File: src/cdrs_pkg.sv
// ----------------------------------------------------------------------------
// cdrs_pkg
// Shared types and constants for the C-SCAN disk request scheduler.
// ----------------------------------------------------------------------------
package cdrs_pkg;

    localparam int REG_W    = 12;   // config register width
    localparam int TARGET_W = 12;   // result target field width
    localparam int SEEK_W   = 14;   // running seek total width

    localparam logic [SEEK_W-1:0] SEEK_MAX  = 14'd16383;
    localparam logic [REG_W-1:0]  TOP_RESET = 12'd199;

    // register index, taken from paddr[2]
    localparam logic REG_IDX_START_HEAD   = 1'b0;
    localparam logic REG_IDX_TOP_CYLINDER = 1'b1;

    // move kinds
    localparam logic [1:0] KIND_REQUEST = 2'd0;
    localparam logic [1:0] KIND_TOP     = 2'd1;
    localparam logic [1:0] KIND_WRAP    = 2'd2;

    // command from sequencer to the cell row
    typedef struct packed {
        logic ins;   // insert the incoming cylinder in sorted order
        logic rot;   // rotate the occupied cells one place toward cell 0
    } chain_cmd_t;

endpackage

File: src/cdrs_cell.sv
// ----------------------------------------------------------------------------
// cdrs_cell
// One storage cell of the sorted request row.
// ----------------------------------------------------------------------------
module cdrs_cell
    import cdrs_pkg::*;
#(
    parameter int CW    = 12,
    parameter int CNT_W = 6,
    parameter int IDX   = 0
)
(
    input  logic             clk,
    input  chain_cmd_t       cmd,
    input  logic [CW-1:0]    cyl,
    input  logic [CNT_W-1:0] count,
    input  logic             prev_gt,
    input  logic [CW-1:0]    prev_val,
    input  logic [CW-1:0]    next_val,
    input  logic [CW-1:0]    head_val,
    output logic [CW-1:0]    val,
    output logic             gt
);

    logic [CW-1:0] val_reg;
    logic [CW-1:0] val_next;
    logic          occ;
    logic          is_end;
    logic          is_tail;

    assign occ     = CNT_W'(IDX) < count;
    assign is_end  = CNT_W'(IDX) == count;
    assign is_tail = CNT_W'(IDX + 1) == count;
    assign gt      = occ && (val_reg > cyl);
    assign val     = val_reg;

    always_comb
    begin
        val_next = val_reg;
        priority if (cmd.ins)
        begin
            // left neighbor holds a larger value: it moves right into us
            if (prev_gt)
            begin
                val_next = prev_val;
            end
            else if (gt || is_end)
            begin
                val_next = cyl;
            end
        end
        else if (cmd.rot)
        begin
            val_next = is_tail ? head_val : next_val;
        end
        else
        begin
            val_next = val_reg;
        end
    end

    always_ff @(posedge clk)
    begin
        val_reg <= val_next;
    end

endmodule

File: src/cdrs_chain.sv
// ----------------------------------------------------------------------------
// cdrs_chain
// Row of sorted cells; insertion by shift, rotation toward cell 0.
// ----------------------------------------------------------------------------
module cdrs_chain
    import cdrs_pkg::*;
#(
    parameter int DEPTH = 32,
    parameter int CW    = 12,
    parameter int CNT_W = 6
)
(
    input  logic             clk,
    input  chain_cmd_t       cmd,
    input  logic [CW-1:0]    cyl,
    input  logic [CNT_W-1:0] count,
    output logic [CW-1:0]    head_val
);

    logic [CW-1:0] vals [DEPTH];
    logic          gts  [DEPTH];

    assign head_val = vals[0];

    for (genvar i = 0; i < DEPTH; i++)
    begin : g_cell
        logic          p_gt;
        logic [CW-1:0] p_val;
        logic [CW-1:0] n_val;

        if (i == 0)
        begin : g_first
            assign p_gt  = 1'b0;
            assign p_val = '0;
        end
        else
        begin : g_mid
            assign p_gt  = gts[i-1];
            assign p_val = vals[i-1];
        end

        if (i == DEPTH - 1)
        begin : g_last
            assign n_val = vals[0];
        end
        else
        begin : g_inner
            assign n_val = vals[i+1];
        end

        cdrs_cell #(
            .CW    (CW),
            .CNT_W (CNT_W),
            .IDX   (i)
        ) u_cell (
            .clk      (clk),
            .cmd      (cmd),
            .cyl      (cyl),
            .count    (count),
            .prev_gt  (p_gt),
            .prev_val (p_val),
            .next_val (n_val),
            .head_val (vals[0]),
            .val      (vals[i]),
            .gt       (gts[i])
        );
    end

endmodule

File: src/cdrs_ctrl.sv
// ----------------------------------------------------------------------------
// cdrs_ctrl
// Batch sequencer: fill count, split search, C-SCAN emission, seek total.
// ----------------------------------------------------------------------------
module cdrs_ctrl
    import cdrs_pkg::*;
#(
    parameter int DEPTH = 32,
    parameter int CW    = 12,
    parameter int CNT_W = 6
)
(
    input  logic                clk,
    input  logic                rst_n,
    input  logic [REG_W-1:0]    start_head,
    input  logic [REG_W-1:0]    top_cylinder,
    input  logic                in_valid,
    output logic                in_ready,
    input  logic                in_last,
    output chain_cmd_t          cmd,
    output logic [CNT_W-1:0]    count,
    input  logic [CW-1:0]       head_val,
    output logic                out_valid,
    input  logic                out_ready,
    output logic [TARGET_W-1:0] out_target,
    output logic [1:0]          out_kind,
    output logic [SEEK_W-1:0]   out_seek,
    output logic                out_dropped,
    output logic                out_last
);

    localparam int VW = (CW > REG_W) ? CW : REG_W;
    localparam int SW = ((VW > SEEK_W) ? VW : SEEK_W) + 1;

    localparam logic [2:0] ST_IDLE  = 3'd0;
    localparam logic [2:0] ST_SPLIT = 3'd1;
    localparam logic [2:0] ST_UP    = 3'd2;
    localparam logic [2:0] ST_TOP   = 3'd3;
    localparam logic [2:0] ST_WRAP  = 3'd4;
    localparam logic [2:0] ST_LOW   = 3'd5;

    logic [2:0]          state_reg, state_next;
    logic [CNT_W-1:0]    cnt_reg, cnt_next;
    logic [CNT_W-1:0]    split_reg, split_next;
    logic [CNT_W-1:0]    pos_reg, pos_next;
    logic                ovf_reg, ovf_next;
    logic [VW-1:0]       head_reg, head_next;
    logic [SEEK_W-1:0]   seek_reg, seek_next;
    logic                ov_reg, ov_next;
    logic [TARGET_W-1:0] tgt_reg, tgt_next;
    logic [1:0]          kind_reg, kind_next;
    logic [SEEK_W-1:0]   oseek_reg, oseek_next;
    logic                drop_reg, drop_next;
    logic                last_reg, last_next;

    logic                ld;
    logic                full;
    logic                emit;
    logic [VW-1:0]       e_tgt;
    logic [1:0]          e_kind;
    logic                e_last;
    logic [VW-1:0]       cell_v;
    logic [VW-1:0]       hop;
    logic [SW-1:0]       sum;
    logic [SEEK_W-1:0]   sat;
    logic [CNT_W-1:0]    pos_inc;

    assign in_ready    = state_reg == ST_IDLE;
    assign count       = cnt_reg;
    assign full        = cnt_reg == CNT_W'(DEPTH);
    assign ld          = !ov_reg || out_ready;
    assign cell_v      = VW'(head_val);
    assign pos_inc     = pos_reg + CNT_W'(1);

    assign hop  = (head_reg > e_tgt) ? (head_reg - e_tgt) : (e_tgt - head_reg);
    assign sum  = SW'(seek_reg) + SW'(hop);
    assign sat  = (sum > SW'(SEEK_MAX)) ? SEEK_MAX : sum[SEEK_W-1:0];

    assign out_valid   = ov_reg;
    assign out_target  = tgt_reg;
    assign out_kind    = kind_reg;
    assign out_seek    = oseek_reg;
    assign out_dropped = drop_reg;
    assign out_last    = last_reg;

    always_comb
    begin
        state_next = state_reg;
        cnt_next   = cnt_reg;
        split_next = split_reg;
        pos_next   = pos_reg;
        ovf_next   = ovf_reg;
        head_next  = head_reg;
        seek_next  = seek_reg;
        cmd        = '0;
        emit       = 1'b0;
        e_tgt      = cell_v;
        e_kind     = KIND_REQUEST;
        e_last     = 1'b0;

        unique case (state_reg)
            ST_IDLE:
            begin
                if (in_valid)
                begin
                    if (full)
                    begin
                        ovf_next = 1'b1;
                    end
                    else
                    begin
                        cmd.ins  = 1'b1;
                        cnt_next = cnt_reg + CNT_W'(1);
                    end
                    if (in_last)
                    begin
                        state_next = ST_SPLIT;
                        split_next = '0;
                        head_next  = VW'(start_head);
                        seek_next  = '0;
                    end
                end
            end
            ST_SPLIT:
            begin
                // rotate requests below the head to the back of the row
                if (split_reg < cnt_reg && cell_v < VW'(start_head))
                begin
                    cmd.rot    = 1'b1;
                    split_next = split_reg + CNT_W'(1);
                end
                else
                begin
                    state_next = (split_reg < cnt_reg) ? ST_UP : ST_TOP;
                    pos_next   = split_reg;
                end
            end
            ST_UP:
            begin
                if (ld)
                begin
                    emit     = 1'b1;
                    cmd.rot  = 1'b1;
                    pos_next = pos_inc;
                    if (pos_inc == cnt_reg)
                    begin
                        state_next = ST_TOP;
                    end
                end
            end
            ST_TOP:
            begin
                e_tgt  = VW'(top_cylinder);
                e_kind = KIND_TOP;
                if (ld)
                begin
                    emit       = 1'b1;
                    state_next = ST_WRAP;
                end
            end
            ST_WRAP:
            begin
                e_tgt  = '0;
                e_kind = KIND_WRAP;
                e_last = split_reg == '0;
                if (ld)
                begin
                    emit     = 1'b1;
                    pos_next = '0;
                    if (e_last)
                    begin
                        state_next = ST_IDLE;
                        cnt_next   = '0;
                        ovf_next   = 1'b0;
                    end
                    else
                    begin
                        state_next = ST_LOW;
                    end
                end
            end
            ST_LOW:
            begin
                e_last = pos_inc == split_reg;
                if (ld)
                begin
                    emit     = 1'b1;
                    cmd.rot  = 1'b1;
                    pos_next = pos_inc;
                    if (e_last)
                    begin
                        state_next = ST_IDLE;
                        cnt_next   = '0;
                        ovf_next   = 1'b0;
                    end
                end
            end
            default:
            begin
                state_next = ST_IDLE;
            end
        endcase

        if (emit)
        begin
            head_next = e_tgt;
            seek_next = sat;
        end
    end

    always_comb
    begin
        ov_next    = ov_reg && !out_ready;
        tgt_next   = tgt_reg;
        kind_next  = kind_reg;
        oseek_next = oseek_reg;
        drop_next  = drop_reg;
        last_next  = last_reg;
        if (emit)
        begin
            ov_next    = 1'b1;
            tgt_next   = e_tgt[TARGET_W-1:0];
            kind_next  = e_kind;
            oseek_next = sat;
            drop_next  = ovf_reg;
            last_next  = e_last;
        end
    end

    always_ff @(posedge clk or negedge rst_n)
    begin
        if (!rst_n)
        begin
            state_reg <= ST_IDLE;
            cnt_reg   <= '0;
            ovf_reg   <= 1'b0;
            ov_reg    <= 1'b0;
        end
        else
        begin
            state_reg <= state_next;
            cnt_reg   <= cnt_next;
            ovf_reg   <= ovf_next;
            ov_reg    <= ov_next;
        end
    end

    always_ff @(posedge clk)
    begin
        split_reg <= split_next;
        pos_reg   <= pos_next;
        head_reg  <= head_next;
        seek_reg  <= seek_next;
        tgt_reg   <= tgt_next;
        kind_reg  <= kind_next;
        oseek_reg <= oseek_next;
        drop_reg  <= drop_next;
        last_reg  <= last_next;
    end

endmodule

File: src/cscan_disk_request_scheduler_top.sv
// ----------------------------------------------------------------------------
// cscan_disk_request_scheduler_top
// C-SCAN disk request scheduler: sorted cell row plus emission sequencer.
// ----------------------------------------------------------------------------
//  channel | dir | transaction                | payload
//  --------+-----+----------------------------+---------------------------------
//  apb     | in  | register write / read      | start_head @0x0, top_cylinder @0x4
//  s_axis  | in  | one cylinder request       | tdata: cylinder; tlast: batch_end
//  m_axis  | out | one head move              | tdata: target, seek_total;
//          |     |                            | tuser: move_kind, dropped; tlast: run_last
//
//  Requests: one per cycle while s_tready is high; each is inserted into the
//  sorted cell row in the cycle it is accepted (all cells compare and shift in
//  parallel), or dropped if the row is full, which sets dropped on the batch's moves.
//  On the closing request s_tready drops. The split search then rotates the row
//  one cell per cycle for every request below start_head, after which the n + 2
//  moves (n stored requests, top, wrap) leave at one per cycle while m_tready is high.
//  Reset: asynchronous, clears control only; the cell row needs no clearing.
//  Output stalls hold the emission sequencer; s_tready returns once the final
//  move is in the output register, even if it has not yet been taken.
// ----------------------------------------------------------------------------
module cscan_disk_request_scheduler_top
    import cdrs_pkg::*;
#(
    parameter  int MAX_REQUESTS = 32,
    parameter  int CYL_WIDTH    = 12,
    localparam int TDATA_W      = ((CYL_WIDTH + 7) / 8) * 8
)
(
    input  logic               clk,
    input  logic               rst_n,
    // configuration port
    input  logic               psel,
    input  logic               penable,
    input  logic               pwrite,
    input  logic [2:0]         paddr,
    input  logic [31:0]        pwdata,
    output logic [31:0]        prdata,
    output logic               pready,
    // request stream
    input  logic               s_tvalid,
    output logic               s_tready,
    input  logic [TDATA_W-1:0] s_tdata,    // [CYL_WIDTH-1:0] cylinder, rest zero
    input  logic               s_tlast,    // batch_end
    // schedule stream
    output logic               m_tvalid,
    input  logic               m_tready,
    output logic [31:0]        m_tdata,    // [11:0] target, [25:12] seek_total, rest zero
    output logic [2:0]         m_tuser,    // [1:0] move_kind, [2] dropped
    output logic               m_tlast     // run_last
);

    localparam int CNT_W = $clog2(MAX_REQUESTS + 1);

    logic [REG_W-1:0]    start_head_reg;
    logic [REG_W-1:0]    top_cyl_reg;
    logic                wr_en;
    chain_cmd_t          cmd;
    logic [CNT_W-1:0]    count;
    logic [CYL_WIDTH-1:0] head_val;
    logic [TARGET_W-1:0] out_target;
    logic [1:0]          out_kind;
    logic [SEEK_W-1:0]   out_seek;
    logic                out_dropped;

    // ---------------- configuration registers ----------------
    // paddr[2] picks the register; low address bits are ignored
    assign pready = 1'b1;
    assign wr_en  = psel && penable && pwrite && pready;

    always_ff @(posedge clk or negedge rst_n)
    begin
        if (!rst_n)
        begin
            start_head_reg <= '0;
            top_cyl_reg    <= TOP_RESET;
        end
        else if (wr_en)
        begin
            unique case (paddr[2])
                REG_IDX_START_HEAD:   start_head_reg <= pwdata[REG_W-1:0];
                REG_IDX_TOP_CYLINDER: top_cyl_reg    <= pwdata[REG_W-1:0];
                default:              start_head_reg <= start_head_reg;
            endcase
        end
    end

    always_comb
    begin
        unique case (paddr[2])
            REG_IDX_START_HEAD:   prdata = 32'(start_head_reg);
            REG_IDX_TOP_CYLINDER: prdata = 32'(top_cyl_reg);
            default:              prdata = '0;
        endcase
    end

    // ---------------- sorted cell row ----------------
    cdrs_chain #(
        .DEPTH (MAX_REQUESTS),
        .CW    (CYL_WIDTH),
        .CNT_W (CNT_W)
    ) u_chain (
        .clk      (clk),
        .cmd      (cmd),
        .cyl      (s_tdata[CYL_WIDTH-1:0]),
        .count    (count),
        .head_val (head_val)
    );

    // ---------------- batch sequencer ----------------
    cdrs_ctrl #(
        .DEPTH (MAX_REQUESTS),
        .CW    (CYL_WIDTH),
        .CNT_W (CNT_W)
    ) u_ctrl (
        .clk          (clk),
        .rst_n        (rst_n),
        .start_head   (start_head_reg),
        .top_cylinder (top_cyl_reg),
        .in_valid     (s_tvalid),
        .in_ready     (s_tready),
        .in_last      (s_tlast),
        .cmd          (cmd),
        .count        (count),
        .head_val     (head_val),
        .out_valid    (m_tvalid),
        .out_ready    (m_tready),
        .out_target   (out_target),
        .out_kind     (out_kind),
        .out_seek     (out_seek),
        .out_dropped  (out_dropped),
        .out_last     (m_tlast)
    );

    assign m_tdata = {6'd0, out_seek, out_target};
    assign m_tuser = {out_dropped, out_kind};

endmodule

File: config.mk
export PLATFORM = sky130hd
export DESIGN_NAME = cscan_disk_request_scheduler_top
export DESIGN_NICKNAME = d
export VERILOG_FILES = /design/src/cdrs_pkg.sv /design/src/cdrs_cell.sv /design/src/cdrs_chain.sv /design/src/cdrs_ctrl.sv /design/src/cscan_disk_request_scheduler_top.sv
export SDC_FILE = /design/constraint.sdc
export NUM_CORES = 2
export LEC_CHECK = 0
export ABC_AREA = 1
export BUFFER_PORTS_ARGS = -buffer_cell sky130_fd_sc_hd__buf_2
export CAP_MARGIN = 20
export CORE_MARGIN = 2
export CORE_UTILIZATION = 45
export DETAILED_ROUTE_END_ITERATION = 10
export RECOVER_POWER = 25
export SLEW_MARGIN = 20
export SYNTH_ARGS = -nofsm -noshare
export SYNTH_HDL_FRONTEND = slang
export SYNTH_HIERARCHICAL = 1
export SYNTH_SLANG_ARGS = --single-unit
File: constraint.sdc
create_clock -name clk -period 24 [get_ports clk]
set_clock_uncertainty 0.15 [all_clocks]
set_input_delay 0 -clock clk [delete_from_list [all_inputs] [get_ports clk]]
set_output_delay 0 -clock clk [all_outputs]
set_load 0.02 [all_outputs]
==> flow_metrics.py <==
metrics = {
    "worst_setup_path": {
        "r2r_setup_slack_ns": 16.86,
        "critPathCaptureType": "flip-flop",
        "critPathMaxFanout": 26,
        "worstSetupPathType": "reg -> reg",
        "crit_required_ns": 24.21,
        "crit_path_start_kind": "flip-flop",
        "crit_arrival_ns": 7.35,
    },
    "timing": {
        "worst_slew_pin_slew_ns": 3.30,
        "setup_viol": 0,
        "relSlewSlack_pct": -120,
        "rsz0062_at_grt": "no",
        "fin_crit_sh_pct": 29.7,
        "max_freq_mhz": 140,
        "drv_slew": 167,
        "holdWs_ns": 0.0415,
        "layout_setup_ws_ns": 16.86,
        "setup_tns_ns": 0,
        "fin_crit_ns": 7.14,
        "hold_viol_final": 0,
    },
    "final_layout": {
        "nets": 6615,
        "syn2layout_area_growth_pct": 7.14,
        "fin_cells": 7462,
        "final_layout_size_suffix_gt1_share_pct": 8.50,
        "largest_reg_flops": 384,
    },
    "die": {
        "io_pins": 130,
        "die_h_microns": 321,
        "core_area_sq_um": 99900,
        "start_util_pct": 45.3,
        "rows": 116,
        "die-area_sq_um": 103000,
        "chipWidth_microns": 321,
    },
    "cts": {
        "cts_made_buffers": 66,
        "cts_htree_levels": 3,
        "post_cts_resized": 0,
        "cts_buffer_depth": 3,
        "path_clk_slew_ns": 0.06,
        "clock-sinks": 487,
        "clk_latency_ns": 0.65,
        "clockRootBuffer": "clkbuf_16",
        "cts_tree": "yes",
    },
    "synthesis": {
        "syn_area_sq_um": 45200,
        "synthCells": 6085,
        "synth_warnings": 6,
        "avgSynthCellArea_sq_um": 7.43,
    },
    "route": {
        "wire_per_inst_microns": 19.2,
        "drtIter0Drc": 4135,
        "vias": 41398,
        "drcViolationCount": 0,
        "first_pass_iters": 6,
        "antenna_left": 0,
        "via_per_inst": 5.55,
        "wirelength_microns": 143000,
    },
    "min_path": {
        "hp-class": "in -> reg",
    },
    "status": {
        "outcome": "finished, violations left",
        "violations": "max-capacitance violations, max-slew violations",
    },
    "grt": {
        "grt_util_all_layers_pct": 27.1,
        "grt_max_degree": 151,
        "grt_pass1_wl_microns": 219000,
        "antenna_found_initial": 1,
        "gr-total-overflow": 0,
        "grt_pass1_vias": 37759,
    },
    "placement": {
        "numPortBuffers": 76,
        "gp_routability_congestion": 0.862,
        "dp_hpwl_microns": 94900,
        "pre_cts_ws_ns": 17.92,
        "placedCellCount": 7289,
    },
    "power": {
        "cellPowerDensity_nw_per_um2": 149,
        "power_leakage_nw": 23.6,
        "worst_ir_drop_vdd_uv": 96.0,
    },
    "job": {
        "max-cap-violations": 5,
    },
}
==> worst max-delay path, cell delays in order, from the launching register on <==
cell and delay, ns:
edfxtp_1 0.85, clkbuf_1 1.85, nand3_2 0.33, nand2_1 0.16, ha_1 0.28, nand2_1 0.07, o21ai_0 0.37, a21oi_1 0.16
o21ai_0 0.31, xor2_1 0.17, inv_1 0.05, nand2_1 0.07, o21ai_2 0.07, ha_1 0.30, a21oi_1 0.18, o21ai_0 0.11
a21oi_1 0.24, o21bai_1 0.12, nand2_1 0.09, inv_1 0.05, nand2_1 0.42, o21ai_0 0.26, nand2_1 0.11, inv_1 0.06
==> per-layer routing <==
layer | routed length, microns | vias up | global-route usage, %
met5 | 0 | - | 0
met4 | 4870 | 0 | 9.78
met3 | 10700 | 261 | 3.14
met2 | 61900 | 1567 | 41.7
met1 | 65900 | 19199 | 39.2
li1 | - | 20371 | -
==> final timing paths <==
path / depth (start not counted) / startpoint / to
min reg2reg: 0 / u_ctrl/ovf_reg$_DFFE_PN0P_ / u_ctrl/out_dropped$_DFFE_PP_
max: 23 / u_chain/g_cell[0].u_cell/val[2]$_DFFE_PP_ / u_ctrl/seek_reg[2]$_SDFFCE_PN0P_
max in group asynchronous: 4 / rst_n / u_ctrl/count[3]$_DFFE_PN0P_
min in group asynchronous: 3 / rst_n / top_cyl_reg[2]$_DFFE_PN1P_
max reg2reg: 23 / u_chain/g_cell[0].u_cell/val[2]$_DFFE_PP_ / u_ctrl/seek_reg[2]$_SDFFCE_PN0P_
min: 4 / pwdata[6] / start_head_reg[6]$_DFFE_PN0P_
==> power by group <==
| group | switching, W | internal, W |
|---|---|---|
| clock network | 0.000403 | 0.000530 |
| registers | 0.000524 | 0.00173 |
| logic | 0.00267 | 0.00135 |
==> stage by stage <==
stage	area [sq um]	util (%)	total power, W
after floorplan	45400	-	0.00505
after global placement	46100	46.1	0.00615
after detailed placement	46100	46.2	0.00623
after CTS	48600	48.7	0.00720
after global routing	48500	48.5	0.00784
final	48500	48.5	0.00721
==> final cells by class <==
cell class              count  area [sq um]
inverters                1083          4070
repair buffers            185          1270
fillers                  9905         51400
multi-input cells        4291         25000
clock buffers              86          1770
well taps                1298          1620
flip-flops and latches    487         14500
diodes                      1          2.50
clock inverters            31           203
==> layout by cell type, fill, tap and decap left out, types with 73 or more instances in the layout <==
cell type     n
o21ai_1     152
nand2_1    1337
a21oi_2      73
nand3_1     204
nand4_1      78
edfxtp_1    452
nor2_1      485
a21oi_1     471
inv_1      1047
o21ai_0     397
a211oi_1    104
ha_1        440
a31oi_1      90
==> repair_timing <==
item                                   CTS  global route
setup buffers                            0             0
endpoints found under the hold margin  104             0
hold buffers                            55             0
(Power assumes the default switching activity.)
